### config.mk
export PLATFORM = sky130hd
export DESIGN_NAME = wrt_front
export DESIGN_NICKNAME = d
export VERILOG_FILES = /design/src/rtl/wrt_pkg.sv /design/src/rtl/wrt_front.sv
export SDC_FILE = /design/constraint.sdc
export NUM_CORES = 1
export LEC_CHECK = 0
export BUFFER_PORTS_ARGS = -buffer_cell sky130_fd_sc_hd__buf_2
export CAP_MARGIN = 20
export CORE_UTILIZATION = 59
export CTS_BUF_LIST = sky130_fd_sc_hd__clkbuf_4
export DETAILED_ROUTE_END_ITERATION = 6
export PLACE_DENSITY = 0.89
export SYNTH_ARGS = -nofsm -noshare
export SYNTH_HDL_FRONTEND = slang
export SYNTH_SLANG_ARGS = --single-unit
export TNS_END_PERCENT = 1
### constraint.sdc
create_clock -name clk -period 22.2 [get_ports clk]
set_clock_uncertainty 0.15 [all_clocks]
set_input_delay 3.33 -clock clk [delete_from_list [all_inputs] [get_ports clk]]
set_output_delay 3.33 -clock clk [all_outputs]
set_load 0.005 [all_outputs]
### src/rtl/wrt_pkg.sv
// shared types and constants for the windowed rate write throttle
`default_nettype none

package wrt_pkg;

    localparam int unsigned WINDOW_DEPTH_DEF = 256;
    localparam int unsigned ENTRY_W          = 96;
    localparam int unsigned CFG_ADDR_W       = 3;
    localparam int unsigned CFG_DATA_W       = 32;

    localparam logic [63:0] ALL_ONES64 = 64'hFFFF_FFFF_FFFF_FFFF;

    localparam logic OP_COMPACT = 1'b0;
    localparam logic OP_POLL    = 1'b1;

    localparam logic        RST_ENABLE     = 1'b1;
    localparam logic [15:0] RST_START_TH   = 16'hFFFF;
    localparam logic [15:0] RST_STOP_TH    = 16'h0000;
    localparam logic [8:0]  RST_WINDOW_LEN = 9'd100;
    localparam logic [31:0] RST_INTERVAL   = 32'd0;

    typedef enum logic [CFG_ADDR_W-1:0] {
        REG_ENABLE     = 3'd0,
        REG_START_TH   = 3'd1,
        REG_STOP_TH    = 3'd2,
        REG_WINDOW_LEN = 3'd3,
        REG_INTERVAL   = 3'd4
    } wrt_reg_idx_t;

    typedef struct packed {
        logic        op;
        logic [63:0] stamp;
        logic [31:0] chunk_block_count;
        logic        compaction_stopped;
        logic [15:0] full_chunks;
        logic [47:0] free_cnt;
        logic [47:0] free_goal;
    } wrt_item_t;

    typedef struct packed {
        logic [63:0] submit_limit;
        logic        limit_unbounded;
        logic        throttle_active;
        logic [63:0] rate_q32;
    } wrt_result_t;

    typedef struct packed {
        logic        throttle_enable;
        logic [15:0] start_threshold;
        logic [15:0] stop_threshold;
        logic [8:0]  window_len;
        logic [31:0] interval_ticks;
    } wrt_cfg_t;

    typedef struct packed {
        logic        is_poll;
        logic [63:0] stamp;
        logic [31:0] blocks;
        logic        stopped;
        logic [15:0] full_chunks;
        logic [47:0] free_cnt;
        logic [47:0] free_goal;
        logic        target_zero;
    } wrt_cmd_t;

endpackage

`default_nettype wire

### src/rtl/wrt_front.sv
// input side: classifies each word and queues it for the engine
`default_nettype none

module wrt_front
    import wrt_pkg::*;
(
    input  wire logic      clk,
    input  wire logic      rst_n,
    input  wire logic      push,
    input  wire wrt_item_t item,
    input  wire logic      hold,
    output logic           full,
    input  wire logic      cmd_pop,
    output wrt_cmd_t       cmd,
    output logic           cmd_empty
);

    wrt_cmd_t   q_reg [2];
    logic       wp_reg;
    logic       rp_reg;
    logic [1:0] cnt_reg;
    wrt_cmd_t   cmd_in;
    logic       accept;
    logic       take;

    always_comb
    begin
        cmd_in.is_poll     = (item.op == OP_POLL);
        cmd_in.stamp       = item.stamp;
        cmd_in.blocks      = item.chunk_block_count;
        cmd_in.stopped     = item.compaction_stopped;
        cmd_in.full_chunks = item.full_chunks;
        cmd_in.free_cnt    = item.free_cnt;
        cmd_in.free_goal   = item.free_goal;
        cmd_in.target_zero = (item.free_goal == 48'd0);
    end

    assign full      = (cnt_reg == 2'd2) || hold;
    assign accept    = push && !full;
    assign cmd_empty = (cnt_reg == 2'd0);
    assign take      = cmd_pop && !cmd_empty;
    assign cmd       = q_reg[rp_reg];

    always_ff @(posedge clk)
    begin
        if (accept)
        begin
            q_reg[wp_reg] <= cmd_in;
        end
    end

    always_ff @(posedge clk or negedge rst_n)
    begin
        if (!rst_n)
        begin
            wp_reg  <= 1'b0;
            rp_reg  <= 1'b0;
            cnt_reg <= 2'd0;
        end
        else
        begin
            if (accept)
            begin
                wp_reg <= !wp_reg;
            end
            if (take)
            begin
                rp_reg <= !rp_reg;
            end
            case ({accept, take})
                2'b10:   cnt_reg <= cnt_reg + 2'd1;
                2'b01:   cnt_reg <= cnt_reg - 2'd1;
                default: cnt_reg <= cnt_reg;
            endcase
        end
    end

endmodule

`default_nettype wire

==> results.cfg <==
[floorplan]
dieArea_um2 = 28400
rows = 60
coreArea_um2 = 27100
fp.dieH_um = 169
start_util_pct = 60.4
die_x_um = 169
io-pin-count = 428

[sta]
hold_viol = 0
hold-worst-slack_ns = 0.410
slew_violations = 0
slew_headroom_pct = 20.6
layout_min_cycle_time_ns = 7.47
setup_viol = 0
fmax_mhz = 134
fin_crit_sh_pct = 33.7
fin_setup_tns_ns = 0
grt_setup_unrepaired = no
tightestPinTransition_ns = 1.19

[synth]
ys_seq_elements = 426
syn_avg_cell_area_um2 = 23.6
synthAdderAreaFrac_pct = 0.0764
syn-num-nets = 909
mappedNetlistArea_um2 = 16400
synth_xor_area_share_pct = 0.267
yosys_warnings = 0
synthMuxAreaShare_pct = 18.6
synth-compound-area-share_pct = 0.0764
seq_area_frac_synth_pct = 78.0
netlist_instances = 693
synthSimpleGateAreaFrac_pct = 0.734
synth.distinct_cells = 18
synth_top_family_by_area = multiplexers

[power]
peakVddDrop_mv = 0.0914
p_total_mw = 2.31
p_per_area_nw_per_um2 = 115
leakage_nw = 8.06

[cts]
cts_sinks = 426
cts_resized = 0
cts_buffer_depth = 3
root_buffer = clkbuf_4
cts.clk_slew.worst_paths_ns = 0.07
cts_setup_buffers = 0
holdBufCountCts = 0
worstSkewPairLatency_ns = 0.71
cts_tree = yes
htree_levels = 3
cts_made_buffers = 104

[global_route]
grt_max_degree = 207
overflow = 0
antenna_found_initial = 8
track_usage_pct = 22.8
grt_pass1_wl_mm = 48.3
grt_pass1_vias = 9054

[routing]
detail_route.first_pass.iterations = 5
drt-initial-drc-count = 543
drc = 0
vias_per_cell = 5.17
ant_nets = 0
wirelength_mm = 33.4
vias = 8619
wl_per_cell_um = 20.0

[cells_and_area]
fin_util_pct = 74.0
n_fill_cell = 1579
drive_above_1_share_pct = 62.6
final_nets = 1425
areaGrowthSynthToFinish_pct = 22.5
post-route-cell-area_um2 = 20100
largest_register_ffs = 422

[setup_path]
cp_num_buf_inv = 3
arrival_ns = 3.99
path_cells = buf_4, buf_4, mux2_4, buf_2
worstSetupStartpointType = flop
rr_startpoint = cnt_reg[1]$_DFFE_PN0P_
crit_required_ns = 18.72
cp_slowest_cell = dfrtp_4
path_class = reg -> out
crit_family = buffers and inverters
worstSetupStartpoint = rp_reg$_DFFE_PN0P_
endpoint_kind = output port
timing.critical_path.mode_cell = buf_4
cp_slowest_stage_delay_ns = 1.05
crit_fanout = 59

[place]
gp_congestion = 0.799
dpl-instance-area_um2 = 18700
numPortBuffers = 427
dp_hpwl_mm = 22.1

[hold_path]
min_path_type = reg -> reg
hp-start = wp_reg$_DFFE_PN0P_

[run]
cap_violations = 0

[run_status]
status = finished, final reports clean
## power breakdown
part	total, mW	switching (mW)	internal, mW
clock network	0.627	0.293	0.334
registers	1.05	0.0516	1.00
logic	0.634	0.281	0.354
## per-layer routing
layer / share of wire (%) / wire, um / GRT usage [%]
met4: 3.9 / 1310 / 12.3
met2: 53 / 17600 / 40.5
met5: 0 / 0 / 0
met1: 36 / 12000 / 24.5
met3: 7.5 / 2520 / 6.87
## stage by stage
stage / worst slack (ns) / cells
after detailed placement: 15.03 / 1475
after CTS: 14.65 / 1661
after global placement: 15.04 / 1475
after global routing: 14.50 / 1668
after floorplan: 8.94 / 693
final: 14.73 / 1668
## cells in the final DEF, fill, tap and decap left out, types with 2 or more instances in the layout
cell,count
mux2_2,31
nand4_1,3
nor4_1,12
inv_1,3
nor2_4,2
clkinv_2,4
xnor2_1,4
buf_2,427
inv_6,2
edfxtp_1,422
clkbuf_4,149
mux2_4,180
clkinv_1,27
nor2_1,2
diode_2,7
bufinv_16,2
dfrtp_1,3
buf_4,6
## cells in the mapped netlist
cell / count / area, um^2
nor2_1: 4 / 15.0
nor3_1: 1 / 5.00
dfrtp_1: 4 / 100
nor4_1: 12 / 75.1
xor2_1: 1 / 8.76
edfxtp_1: 422 / 12700
o211ai_1: 1 / 7.51
mux2_2: 31 / 349
buf_2: 3 / 15.0
inv_1: 3 / 11.3
mux2_4: 180 / 2700
o21ai_0: 1 / 5.00
ha_1: 1 / 12.5
buf_6: 10 / 113
nor2b_1: 1 / 6.26
nand4_1: 3 / 18.8
xnor2_1: 4 / 35.0
buf_12: 11 / 220
## cells by family after synthesis
logic type	after synthesis
adders and majority gates	1
and+or+nand+nor	21
DFF	426
muxes	211
xor gates and xnor gates	5
AOI/OAI and AO/OA	2
buffers and inverters	27
## path summary, 6_finish.rpt
kind / to / slack, ns / depth (start not counted)
max in group asynchronous: rp_reg$_DFFE_PN0P_ / 19.49 / 1
worst max register to register: q_reg[1][134]$_DFFE_PP_ / 18.78 / 5
min in group asynchronous: rp_reg$_DFFE_PN0P_ / 2.27 / 1
worst min register to register: wp_reg$_DFFE_PN0P_ / 0.41 / 1
worst max-delay path: cmd[68] / 14.73 / 4
worst min-delay path: wp_reg$_DFFE_PN0P_ / 0.41 / 1
## cell type report
class,count,area [um^2],area share (%)
Clock buffer,149,1120,5.58
Timing Repair Buffer,434,2200,11.0
Inverter,3,11.3,0.0561
Multi-Input combinational cell,240,3260,16.2
Antenna cell,7,17.5,0.0873
Tap cell,372,465,2.32
Sequential cell,426,12800,63.7
Clock inverter,37,215,1.07
Note: power is estimated with default switching activity, not from simulation.
